File: src/rtl/core/forward_obstacle_range_monitor_top_assert.svh
// Assertion macros for the forward obstacle range monitor.
// Included by the RTL file that checks its own control logic.
`ifndef FORWARD_OBSTACLE_RANGE_MONITOR_TOP_ASSERT_SVH
`define FORWARD_OBSTACLE_RANGE_MONITOR_TOP_ASSERT_SVH
`ifndef SYNTHESIS
`define FORM_ASSERT_IMP(label, clk, rst_n, ante, cons, msg) \
    label: assert property (@(posedge clk) disable iff (!rst_n) (ante) |-> (cons)) \
        else $error(msg);
`define FORM_ASSERT_NXT(label, clk, rst_n, ante, cons, msg) \
    label: assert property (@(posedge clk) disable iff (!rst_n) (ante) |=> (cons)) \
        else $error(msg);
`else
`define FORM_ASSERT_IMP(label, clk, rst_n, ante, cons, msg)
`define FORM_ASSERT_NXT(label, clk, rst_n, ante, cons, msg)
`endif
`endif

File: src/rtl/core/form_pkg.sv
// Shared types and constants of the forward obstacle range monitor.
// No dependencies.
`default_nettype none
package form_pkg;
    localparam int unsigned MaxWindowDef = 16;
    localparam int unsigned RangeBits = 23;
    localparam logic [22:0] DistMax = 23'h7FFFFF;
    localparam logic [16:0] SinA = 17'd51472;
    localparam logic [16:0] SinB = 17'd21024;
    localparam logic [16:0] SinC = 17'd2320;

    typedef enum logic [2:0] {
        CFG_WINDOW  = 3'd0,
        CFG_CLOSE   = 3'd1,
        CFG_TOO     = 3'd2,
        CFG_TOL     = 3'd3,
        CFG_BEAM    = 3'd4
    } t_cfg_idx;

    typedef enum logic [1:0] {
        ALERT_NONE  = 2'd0,
        ALERT_CLEAR = 2'd1,
        ALERT_NEAR  = 2'd2,
        ALERT_TOO   = 2'd3
    } t_alert;

    typedef enum logic [3:0] {
        ST_IDLE, ST_WIN, ST_DIV, ST_SIN0, ST_SIN1, ST_SIN2, ST_SIN3, ST_PROJ,
        ST_EDGE, ST_DONE, ST_OUT
    } t_state;
endpackage
`default_nettype wire

File: src/rtl/core/forward_obstacle_range_monitor_top.sv
// Forward obstacle range monitor: sequencer, window store, shared multiplier.
// Depends on form_pkg, form_div, form_mul and the assertion macro header.
//
// Channel     Dir  Beat contents
// s_axis      in   tuser: func; tdata: depth, altitude, pitch, range, range_valid
// m_axis      out  distance_mm, distance_valid, alert
// cfg         in   register index, write data
//
// A usable range item passes the window update, the bit-serial divider and the
// multiplier steps of the lower and the upper beam edge.
// Synchronous active-low reset; the average window needs no clearing pass.
// Input is held off while a result waits on m_axis.
`default_nettype none
`include "forward_obstacle_range_monitor_top_assert.svh"
module forward_obstacle_range_monitor_top #(
    parameter int unsigned MAX_WINDOW = form_pkg::MaxWindowDef
) (
    input  wire          i_clk,
    input  wire          i_rst_n,
    input  wire          s_axis_tvalid,
    output logic         s_axis_tready,
    // func
    input  wire          s_axis_tuser,
    // depth_mm[24], altitude_mm[24], pitch_angle[16], range_mm, range_valid
    input  wire  [((64 + form_pkg::RangeBits + 1 + 7) / 8) * 8 - 1:0] s_axis_tdata,
    output logic         m_axis_tvalid,
    input  wire          m_axis_tready,
    // distance_mm[23], distance_valid, alert[2]
    output logic [31:0]  m_axis_tdata,
    input  wire          i_cfg_valid,
    output logic         o_cfg_ready,
    input  wire  [2:0]   i_cfg_index,
    input  wire  [22:0]  i_cfg_data
);
    import form_pkg::*;
    localparam int unsigned SumBits = RangeBits + $clog2(MAX_WINDOW + 1);
    localparam int unsigned WinBits = $clog2(MAX_WINDOW + 1);
    localparam int unsigned SlotBits = (MAX_WINDOW > 1) ? $clog2(MAX_WINDOW) : 1;
    localparam int unsigned RangeLsb = 64;

    logic [4:0]  r_win_cfg;
    logic [22:0] r_close, r_too, r_tol;
    logic [14:0] r_beam;
    logic        r_active, r_last_valid;
    logic signed [23:0] r_depth, r_alt;
    logic [15:0] r_pitch;
    logic [RangeBits-1:0] r_window [MAX_WINDOW];
    logic [SumBits-1:0] r_sum;
    logic [WinBits-1:0] r_count;
    logic [SlotBits-1:0] r_slot;
    logic [22:0] r_last_dist;
    logic [RangeBits-1:0] r_range, r_old;
    logic [SumBits-1:0] r_avg;
    t_state r_state, n_state;
    logic [31:0] r_out;
    logic r_out_valid;
    logic r_edge;
    logic [14:0] r_z;
    logic [16:0] r_tmp;
    logic r_neg;
    logic signed [25:0] r_lower;
    logic r_hit;
    logic [WinBits-1:0] w_win;
    logic [SlotBits-1:0] w_slot;
    logic w_full;
    logic [SumBits-1:0] w_sum_nxt;
    logic [WinBits-1:0] w_cnt_nxt;
    logic w_div_start;
    logic w_div_busy;
    logic [SumBits-1:0] w_quot;
    logic [23:0] w_ma;
    logic [16:0] w_mb;
    logic [40:0] w_mp;
    logic [15:0] w_ang;
    logic [14:0] w_z;
    logic signed [25:0] w_proj;
    logic [RangeBits-1:0] w_in_range;
    logic w_in_func, w_in_rv;
    logic w_acc;
    t_alert w_alert;

    assign w_in_func  = s_axis_tuser;
    assign w_in_range = s_axis_tdata[RangeLsb +: RangeBits];
    assign w_in_rv    = s_axis_tdata[RangeLsb + RangeBits];
    assign s_axis_tready = (r_state == ST_IDLE) && !r_out_valid;
    assign w_acc = s_axis_tvalid && s_axis_tready;
    assign o_cfg_ready = (r_state == ST_IDLE);

    always_comb begin
        if (r_win_cfg == 5'd0) begin
            w_win = WinBits'(1);
        end else if (32'(r_win_cfg) > MAX_WINDOW) begin
            w_win = WinBits'(MAX_WINDOW);
        end else begin
            w_win = WinBits'(r_win_cfg);
        end
        w_slot = (32'(r_slot) >= 32'(w_win)) ? '0 : r_slot;
        w_full = (r_count >= w_win);
        w_sum_nxt = (w_full ? r_sum - SumBits'(r_old) : r_sum) + SumBits'(r_range);
        w_cnt_nxt = w_full ? r_count : r_count + 1'b1;
    end

    form_div #(.NUM_BITS(SumBits), .DEN_BITS(WinBits)) u_div (
        .i_clk(i_clk), .i_rst_n(i_rst_n), .i_start(w_div_start),
        .i_num(w_sum_nxt), .i_den(w_cnt_nxt), .o_busy(w_div_busy), .o_quot(w_quot)
    );

    assign w_ang = r_edge ? (r_pitch + 16'(r_beam[14:1])) : (r_pitch - 16'(r_beam[14:1]));
    assign w_z = w_ang[14] ? (15'd16384 - 15'(w_ang[13:0])) : 15'(w_ang[13:0]);

    always_comb begin
        unique case (r_state)
            ST_SIN0: begin w_ma = 24'(w_z); w_mb = 17'(w_z); end
            ST_SIN1: begin w_ma = 24'(w_mp[40:14]); w_mb = SinC; end
            ST_SIN2: begin w_ma = 24'(r_tmp); w_mb = SinB - 17'(w_mp[40:14]); end
            ST_SIN3: begin w_ma = 24'(r_z); w_mb = SinA - 17'(w_mp[40:14]); end
            ST_PROJ: begin w_ma = 24'(r_avg); w_mb = 17'(w_mp[40:14]); end
            default: begin w_ma = '0; w_mb = '0; end
        endcase
    end

    form_mul u_mul (.i_clk(i_clk), .i_a(w_ma), .i_b(w_mb), .o_p(w_mp));

    assign w_proj = r_neg ? -26'(w_mp[38:15]) : 26'(w_mp[38:15]);

    always_comb begin
        if (r_avg < SumBits'(r_too)) begin
            w_alert = ALERT_TOO;
        end else if (r_avg < SumBits'(r_close)) begin
            w_alert = ALERT_NEAR;
        end else begin
            w_alert = ALERT_CLEAR;
        end
    end

    always_comb begin
        n_state = r_state;
        w_div_start = 1'b0;
        unique case (r_state)
            ST_IDLE: if (w_acc && w_in_func && r_active && w_in_rv && r_depth > 0
                         && w_in_range > RangeBits'(100)) begin
                n_state = ST_WIN;
            end
            ST_WIN:  begin n_state = ST_DIV; w_div_start = 1'b1; end
            ST_DIV:  if (!w_div_busy) n_state = ST_SIN0;
            ST_SIN0: n_state = ST_SIN1;
            ST_SIN1: n_state = ST_SIN2;
            ST_SIN2: n_state = ST_SIN3;
            ST_SIN3: n_state = ST_PROJ;
            ST_PROJ: n_state = ST_EDGE;
            ST_EDGE: n_state = r_edge ? ST_DONE : ST_SIN0;
            ST_DONE: n_state = ST_IDLE;
            default: n_state = ST_IDLE;
        endcase
    end

    always_ff @(posedge i_clk) begin
        if (w_acc) begin
            r_old <= r_window[w_slot];
        end
        if (r_state == ST_WIN) begin
            r_window[w_slot] <= r_range;
        end
    end

    always_ff @(posedge i_clk) begin
        if (!i_rst_n) begin
            r_state <= ST_IDLE;
            r_win_cfg <= 5'd5;
            r_close <= 23'd10000;
            r_too <= 23'd5000;
            r_tol <= 23'd500;
            r_beam <= 15'd1820;
            r_active <= 1'b0;
            r_depth <= '0;
            r_alt <= -24'sd1;
            r_pitch <= '0;
            r_sum <= '0;
            r_count <= '0;
            r_slot <= '0;
            r_last_dist <= DistMax;
            r_last_valid <= 1'b0;
            r_out_valid <= 1'b0;
        end else begin
            r_state <= n_state;
            if (m_axis_tvalid && m_axis_tready) r_out_valid <= 1'b0;
            if (i_cfg_valid && o_cfg_ready) begin
                unique case (i_cfg_index)
                    CFG_WINDOW: begin
                        r_win_cfg <= i_cfg_data[4:0];
                        r_sum <= '0; r_count <= '0; r_slot <= '0;
                    end
                    CFG_CLOSE: r_close <= i_cfg_data;
                    CFG_TOO:   r_too <= i_cfg_data;
                    CFG_TOL:   r_tol <= i_cfg_data;
                    CFG_BEAM:  r_beam <= i_cfg_data[14:0];
                    default: ;
                endcase
            end
            if (w_acc) begin
                r_range <= w_in_range;
                if (!w_in_func) begin
                    r_depth <= s_axis_tdata[23:0];
                    r_alt <= s_axis_tdata[47:24];
                    r_pitch <= s_axis_tdata[63:48];
                    r_active <= 1'b1;
                end else if (r_active && n_state == ST_IDLE) begin
                    r_out <= {6'd0, ALERT_NONE, r_last_valid, r_last_dist};
                    r_out_valid <= 1'b1;
                end
            end
            if (r_state == ST_WIN) begin
                r_sum <= w_sum_nxt;
                r_count <= w_cnt_nxt;
                r_slot <= (32'(w_slot) + 1 >= 32'(w_win)) ? '0 : w_slot + 1'b1;
            end
            if (r_state == ST_DONE) begin
                r_last_dist <= r_avg[22:0];
                r_last_valid <= !r_hit;
                r_out <= {6'd0, r_hit ? ALERT_NONE : w_alert, !r_hit, r_avg[22:0]};
                r_out_valid <= 1'b1;
            end
        end
    end

    always_ff @(posedge i_clk) begin
        unique case (r_state)
            ST_DIV: begin
                r_avg <= w_quot;
                r_edge <= 1'b0;
                r_hit <= 1'b0;
            end
            ST_SIN0: begin
                r_z <= w_z;
                r_neg <= w_ang[15];
            end
            ST_SIN1: r_tmp <= 17'(w_mp[40:14]);
            ST_EDGE: begin
                if (!r_edge) begin
                    r_lower <= w_proj;
                end else begin
                    if (!r_alt[23] && (26'(r_alt) + r_lower) < $signed(26'(r_tol)))
                        r_hit <= 1'b1;
                    if ((26'(r_depth) - w_proj) < $signed(26'(r_tol))) r_hit <= 1'b1;
                end
                r_edge <= !r_edge;
            end
            default: ;
        endcase
    end

    assign m_axis_tvalid = r_out_valid;
    assign m_axis_tdata = r_out;

    `FORM_ASSERT_IMP(a_no_cfg_busy, i_clk, i_rst_n, r_state != ST_IDLE, !o_cfg_ready, "cfg ready while busy")
    `FORM_ASSERT_NXT(a_done_out, i_clk, i_rst_n, r_state == ST_DONE, r_out_valid, "no result after done")
    `FORM_ASSERT_IMP(a_count_cap, i_clk, i_rst_n, 1'b1, 32'(r_count) <= MAX_WINDOW, "count overflow")
endmodule
`default_nettype wire

File: src/rtl/core/form_div.sv
// Restoring divider, one quotient bit per cycle.
// Depends on form_pkg.
`default_nettype none
module form_div #(
    parameter int unsigned NUM_BITS = 29,
    parameter int unsigned DEN_BITS = 7
) (
    input  wire                   i_clk,
    input  wire                   i_rst_n,
    input  wire                   i_start,
    input  wire  [NUM_BITS-1:0]   i_num,
    input  wire  [DEN_BITS-1:0]   i_den,
    output logic                  o_busy,
    output logic [NUM_BITS-1:0]   o_quot
);
    import form_pkg::*;
    localparam int unsigned CntBits = $clog2(NUM_BITS + 1);
    logic [NUM_BITS-1:0] r_quot, n_quot;
    logic [DEN_BITS:0]   r_rem, n_rem;
    logic [DEN_BITS-1:0] r_den;
    logic [CntBits-1:0]  r_cnt;
    logic [DEN_BITS:0]   w_shift;

    always_comb begin
        w_shift = {r_rem[DEN_BITS-1:0], r_quot[NUM_BITS-1]};
        n_quot  = {r_quot[NUM_BITS-2:0], 1'b0};
        n_rem   = w_shift;
        if (w_shift >= {1'b0, r_den}) begin
            n_rem     = w_shift - {1'b0, r_den};
            n_quot[0] = 1'b1;
        end
    end

    always_ff @(posedge i_clk) begin
        if (!i_rst_n) begin
            r_cnt <= '0;
        end else if (i_start) begin
            r_cnt <= CntBits'(NUM_BITS);
        end else if (r_cnt != '0) begin
            r_cnt <= r_cnt - 1'b1;
        end
        if (i_start) begin
            r_quot <= i_num;
            r_rem  <= '0;
            r_den  <= i_den;
        end else if (r_cnt != '0) begin
            r_quot <= n_quot;
            r_rem  <= n_rem;
        end
    end

    assign o_busy = (r_cnt != '0);
    assign o_quot = r_quot;
endmodule
`default_nettype wire

File: src/rtl/core/form_mul.sv
// Shared registered multiplier, 24 x 17 bits unsigned.
// Depends on form_pkg.
`default_nettype none
module form_mul (
    input  wire         i_clk,
    input  wire  [23:0] i_a,
    input  wire  [16:0] i_b,
    output logic [40:0] o_p
);
    import form_pkg::*;
    always_ff @(posedge i_clk) begin
        o_p <= 41'(i_a) * 41'(i_b);
    end
endmodule
`default_nettype wire

File: config.mk
export PLATFORM = sky130hd
export DESIGN_NAME = forward_obstacle_range_monitor_top
export DESIGN_NICKNAME = d
export VERILOG_FILES = /design/src/rtl/core/form_pkg.sv /design/src/rtl/core/forward_obstacle_range_monitor_top.sv /design/src/rtl/core/form_div.sv /design/src/rtl/core/form_mul.sv
export VERILOG_INCLUDE_DIRS = /design/src /design/src/rtl/core
export SDC_FILE = /design/constraint.sdc
export NUM_CORES = 2
export LEC_CHECK = 0
export ABC_AREA = 1
export BUFFER_PORTS_ARGS = -buffer_cell sky130_fd_sc_hd__buf_4
export CORE_ASPECT_RATIO = 1.75
export CORE_MARGIN = 5
export CORE_UTILIZATION = 55
export DETAILED_ROUTE_END_ITERATION = 16
export GPL_ROUTABILITY_DRIVEN = 0
export PLACE_DENSITY_LB_ADDON = 0.25
export RECOVER_POWER = 100
export REMOVE_ABC_BUFFERS = 1
export SLEW_MARGIN = 5
export SYNTH_ARGS = -nofsm -noshare
export SYNTH_HDL_FRONTEND = slang
export SYNTH_SLANG_ARGS = --single-unit
File: constraint.sdc
create_clock -name i_clk -period 8.3 [get_ports i_clk]
set_clock_uncertainty 0.15 [all_clocks]
set_input_delay 1.66 -clock i_clk [delete_from_list [all_inputs] [get_ports i_clk]]
set_output_delay 1.66 -clock i_clk [all_outputs]
set_load 0.01 [all_outputs]
### Yosys cells after proc, flatten, opt, wreduce, memory -nomap -nowiden

Memory sizes are Yosys's and may differ from the RTL's. A register that Yosys moved wholly into a read port is not among the register bits.
Cells that the tools add are included.

* bits in registers: 446
* latch bits: 0
* bits in writable memories: 368
* ROM bits: 0
* input port bits: 120
* output and inout port bits: 35
* memories: 1

* add/subtract/negate cells: 15
* multipliers: 1
* divide/modulo/power cells: 0
* order comparisons: 11
* equal/unequal tests: 15
* shift-type cells: 0
* muxes and demuxes: 49
* bitwise operators: 3
* reductions and logical operators: 39

Memories
* r_window: depth 16, bits a word 23, read ports 1, clocked after Yosys merged registers in 1, write ports 1, line forward_obstacle_range_monitor_top.sv:47 `logic [RangeBits-1:0] r_window [MAX_WINDOW];`

Operators by type and width (number)
* two-way mux 28 bit: 6
* case mux 24 bit (5 select lines): 1
* two-way mux 32 bit: 3
* case mux 17 bit (5 select lines): 1
* < comparator 28 x 23 -> 1 bit: 2
* < comparator 26 x 24 -> 1 bit: 2
* two-way mux 26 bit: 2
* two-way mux 5 bit: 9
* multiplier 24 x 17 -> 39 bit: 1
* case mux 4 bit (9 select lines): 1
* two-way mux 4 bit: 8
* adder 28 x 23 -> 28 bit: 1
* subtractor 28 x 23 -> 28 bit: 1
* adder 24 x 26 -> 26 bit: 1
* negator 24 -> 26 bit: 1
* subtractor 24 x 26 -> 26 bit: 1
* greater-than comparator 24 x 1 -> 1 bit, second input constant: 1
* greater-than comparator 23 x 7 -> 1 bit, second input constant: 1
* AND reduction 2 bit: 9
* subtractor 15 x 17 -> 17 bit, first input constant: 1
* subtractor 16 x 17 -> 17 bit, first input constant: 1
* adder 16 x 14 -> 16 bit: 1
* equality test 4 x 3 -> 1 bit, second input constant: 4
* two-way mux 16 bit: 1
* 34 further kinds: 73

### Logic depth before layout (Yosys ltp)

* depth in word-level cells: 16
* depth in mapped cells: 50

### Modules after synthesis

Synthesis repeated with hierarchy kept, for this count alone.

* cell total of the unflattened synthesis: 6514
* area total of the unflattened synthesis: 55670.9 µm²

By module, submodules not included
* forward_obstacle_range_monitor_top: instances 1, cells an instance 4258, area each 38663.3 µm²
* form_mul: instances 1, cells an instance 2027, area each 14930.6 µm²
* form_div: instances 1, cells an instance 229, area each 2077.0 µm²

### Worst setup path after synthesis

Ideal clock, no wire load.

* path kind: reg-to-reg
* from: reg r_beam[1]
* to: reg u_mul.o_p[24]
* library setup time: 120 ps
* data arrival time: 7983 ps
* slack: 47 ps
* stages on the path, launching flop included: 46
* path buffers: 1
* cell sequence: dfxtp_1 inv_1 ha_1 inv_1 nor2_1 inv_1 nor4_1 nor2_1 xor2_1 ha_1 nand2_2 inv_2 a21oi_2 inv_1 a21oi_2 nand2_2 xnor2_4 inv_2 [... 10 more ...] fa_1 inv_1 fa_1 fa_1 inv_1 fa_1 inv_1 ha_1 a21oi_1 inv_1 a21oi_1 a21boi_0 o21ai_0 nand2_1 nand2_1 nand2_1 nand2_1 xor2_1

* cells in the longest elaborated chain, start to end: 6
* elaborated cells on any way between the ends: 8

RTL lines
* start, declared: line forward_obstacle_range_monitor_top.sv:43 `logic [14:0] r_beam;`
* start signal, assigned: line forward_obstacle_range_monitor_top.sv:196 `CFG_BEAM: r_beam <= i_cfg_data[14:0];`
* subtractor 16 x 14 -> 16 bit / adder 16 x 14 -> 16 bit (equally long branches): line forward_obstacle_range_monitor_top.sv:108 `assign w_ang = r_edge ? (r_pitch + 16'(r_beam[14:1])) : (r_pitch - 16'(r_beam[14:1]));`
* two-way mux 16 bit (*): line forward_obstacle_range_monitor_top.sv:108
* subtractor 15 x 14 -> 15 bit: line forward_obstacle_range_monitor_top.sv:109 `assign w_z = w_ang[14] ? (15'd16384 - 15'(w_ang[13:0])) : 15'(w_ang[13:0]);`
* two-way mux 15 bit (*): line forward_obstacle_range_monitor_top.sv:109
* via w_z[6]: line forward_obstacle_range_monitor_top.sv:75 `logic [14:0] w_z;`
* case mux 24 bit (5 select lines) / case mux 17 bit (5 select lines) (equally long branches): line forward_obstacle_range_monitor_top.sv:112 `unique case (r_state)`
* multiplier 24 x 17 -> 39 bit (*): line form_mul.sv:12 `o_p <= 41'(i_a) * 41'(i_b);`
* end signal, assigned: line form_mul.sv:12
* end, declared: line form_mul.sv:8 `output logic [40:0] o_p`

Mark *: on every way through the listed nets, which the timed path passes. The rest lies on a longest branch.
A chain may end at the register's enable or synchronous reset.

### Worst setup path in the final report

* from: reg r_beam[2]
* to: reg u_mul.o_p[38]

* cells in the longest elaborated chain, start to end: 6
* elaborated cells on any way between the ends: 8

RTL lines (line)
* subtractor 16 x 14 -> 16 bit / adder 16 x 14 -> 16 bit (equally long branches): forward_obstacle_range_monitor_top.sv:108
* two-way mux 16 bit (*): forward_obstacle_range_monitor_top.sv:108
* subtractor 15 x 14 -> 15 bit: forward_obstacle_range_monitor_top.sv:109
* two-way mux 15 bit (*): forward_obstacle_range_monitor_top.sv:109
* case mux 24 bit (5 select lines) / case mux 17 bit (5 select lines) (equally long branches): forward_obstacle_range_monitor_top.sv:112
* multiplier 24 x 17 -> 39 bit (*): form_mul.sv:12

Every way passes the cells marked *; elsewhere a longest branch is shown, timed or not.

==> metrics.csv <==
metric,value,unit
worst_pin_slew,1.209,ns
netlist.area_leader.share,30.91,%
slew_headroom,19.37,%
dr_total_vias,45850,
synthFlopType,edfxtp_1,
combPwrFrac,13.6,%
fillers,7984,
yosys.area.top_type,edfxtp_1,
path_class,reg -> reg,
clkPwrFrac,38.9,%
crit_path_max_fanout,6,
swShare,26.47,%
synth_xor_area_share,2.290,%
critPathMaxStageDelay,0.57,ns
synth_common_cells,"1324 x nand2_1, 1039 x inv_1, 562 x edfxtp_1",
placed_cell_area,59600,um2
required,8.74,ns
ant_nets,0,
peakVddDrop,0.2227,mV
status,"finished, violations left",
seq_power_share,47.5,%
crit_path_start,r_beam[2]$_SDFFE_PN1P_,
ctsLongestPathBuffers,3,
grtUsageTotal,31.25,%
drive_gt1_share,14.80,%
core_area,98970,um2
yosys_register_bits,816,
overflow,0,
synthAdderAreaFrac,19.92,%
finalSetupViolCount,25,
critPathArrivalTime,9.37,ns
yosysWarningCount,0,
post-route-period-util,107.6,%
yosysSeqAreaShare,40.23,%
r2r-start,r_beam[2]$_SDFFE_PN1P_,
clkLatencyLatePin,0.70,ns
die_area,105900,um2
hold_class,reg -> reg,
drtIter0Drc,3618,
r2r-end,u_mul.o_p[38]$_DFF_P_,
clk_pin_slew,0.07,ns
grt_start_max_net_pins,154,
synth-simple-area-share,16.45,%
total_power,0.009881,W
synth_mux_area_share,0.8435,%
port-buffer-count,148,
crit_path_end_kind,register,
syn_inst,6244,
intPower,0.007266,W
diodes,0,
antenna_found_initial,1,
io_pins,155,
cts_tree,done,
htreeDepth,3,
rrSetupSlack,-0.63,ns
start_kind,register,
place_ws,-0.8259,ns
wl,169.9,mm
rsz0062_at_grt,true,
first_global_vias,46980,
rows,153,
synth.most_common_cell,nand2_1,
area_growth,17.41,%
setup_ws,-0.6311,ns
grt_first_pass_wirelength,254.8,mm
avgSynthCellArea,8.743,um2
hpwl,125.4,mm
cp_common_cell,fa_1,
cts_root_buf,clkbuf_16,
synth.distinct_cells,62,
fin_crit,8.931,ns
multi_input_area,29090,um2
fin_nets,7486,
die_h,426.8,um
die_x,248.2,um
synth_edf_count,562,
fmax,0.1120,GHz
synth_top_family_by_area,adder cells,
max_cap_violations,0,
drc,0,
powerDensity,154.2,nW/um2
viasPerCell,5.675,
synthArstFlopShare,0,%
cts_made_buffers,80,
slowest_stage,fa_1,
syn_area,54590,um2
power_leakage,29.03,nW
synth.area.top_cells,"edfxtp_1 31%, fa_1 12%, dfxtp_1 9.3%",
p_switching,0.002615,W
setup_tns,-11.36,ns
initial_core_util,55.16,%
register_area,21970,um2
cts_hold_buf,0,
reg2reg_depth,44,
final_hold_viol_count,0,
clkSinkCount,816,
drv_slew,0,
violations,negative setup slack,
drtPass1Iterations,9,
drt-wirelength-per-cell,21.02,um
fin_area,64090,um2
synth_compound_area_share,11.27,%
endpoint,u_mul.o_p[38]$_DFF_P_,
## power by group through the flow
stage	combinational [W]	sequential, W	clock [W]
6_report	0.00134	0.00470	0.00384
5_1_grt	0.00149	0.00471	0.00405
4_1_cts	0.00127	0.00469	0.00388
3_5_place_dp	0.00124	0.00478	0
3_3_place_gp	0.00121	0.00477	0
2_1_floorplan	0.000832	0.00473	0
## timing repair
action | CTS | global route
setup endpoints to repair | 25 | 25
setup buffers | 26 | 22
gates cloned | 1 | 1
hold endpoints to repair | 0 | 0
pin swaps | 51 | 47
resized for setup | 183 | 150
## registers in the layout, summed over array words and instances, names as in the netlist, 14 cells and up
signal	count
r_close	23
r_sum	28
r_alt	24
u_mul.o_p	25
r_avg	28
r_window	368
r_beam	14
r_tol	23
r_range	23
r_lower	26
m_axis_tdata	26
u_div.o_quot	28
r_last_dist	23
r_too	23
r_depth	24
r_z	15
r_tmp	17
r_old	23
r_pitch	16
## worst min path at each step
stage | from | end | cells past startpoint
after floorplan | u_div.o_quot[0]$_DFFE_PP_ | r_avg[0]$_DFFE_PP_ | 0
after global placement | u_div.o_quot[2]$_DFFE_PP_ | r_avg[2]$_DFFE_PP_ | 0
after detailed placement | u_div.o_quot[15]$_DFFE_PP_ | r_avg[15]$_DFFE_PP_ | 0
after CTS | u_div.o_quot[16]$_DFFE_PP_ | r_avg[16]$_DFFE_PP_ | 0
after global routing | u_div.o_quot[16]$_DFFE_PP_ | r_avg[16]$_DFFE_PP_ | 0
final | u_div.o_quot[16]$_DFFE_PP_ | r_avg[16]$_DFFE_PP_ | 0
## cells in the final DEF (no fill, tap or decap), drive strengths merged, types with 31 or more instances in the layout
cell type and count:
edfxtp 562, nor2 500, a21oi 414, o22ai 105, xor2 105, nand3 174
clkinv 38, nor4 31, nand3b 33, dfxtp 254, xnor2 33, fa 332
mux2i 46, nand2 1342, o21ai 439, ha 338, nor3 47, clkbuf 127
buf 548, nand4 37, inv 1055
## layout make-up
class	count	area share [%]
Clock buffer	101	3.309
Multi-Input combinational cell	4165	45.38
Tap cell	1317	2.571
Sequential cell	816	34.28
Clock inverter	48	1.007
Inverter	1058	6.226
Timing Repair Buffer	574	7.215
Timing Repair inverter	1	0.007809
## per-layer routing
layer	track usage, %	wire, um	up-vias
met5	0	0	-
met4	25.08	16980	0
met3	5.178	11590	764
met2	55.53	85740	1964
met1	32.02	55560	21880
li1	-	-	21240
## through the flow
stage	hold slack, ns	instances	utilization (%)
floorplan	0.2768	6039	-
global placement	0.2855	7882	60.22
detailed placement	0.2878	7882	60.22
CTS	0.2700	8057	64.00
global route	0.2999	8080	64.76
finish	0.2832	8080	64.76
## critical path: cells and delay by family, from the launching register on
family	cells	cell delay, ns
fa+ha+maj	9	3.74
simple gates	18	2.57
buf+inv	14	1.48
flops	1	0.37
compound gates	2	0.37
xor+xnor	1	0.13
## cells by family (layout without fill, tap and decap cells)
logic type | after synthesis | count (layout)
buffers and inverters | 1268 | 1782
and+or+nand+nor | 2191 | 2191
AOI/OAI and AO/OA | 1114 | 1114
adders and majority gates | 670 | 670
other | 1 | 6
DFF | 816 | 816
muxes | 46 | 46
xor gates and xnor gates | 138 | 138
(Power assumes the default switching activity.)
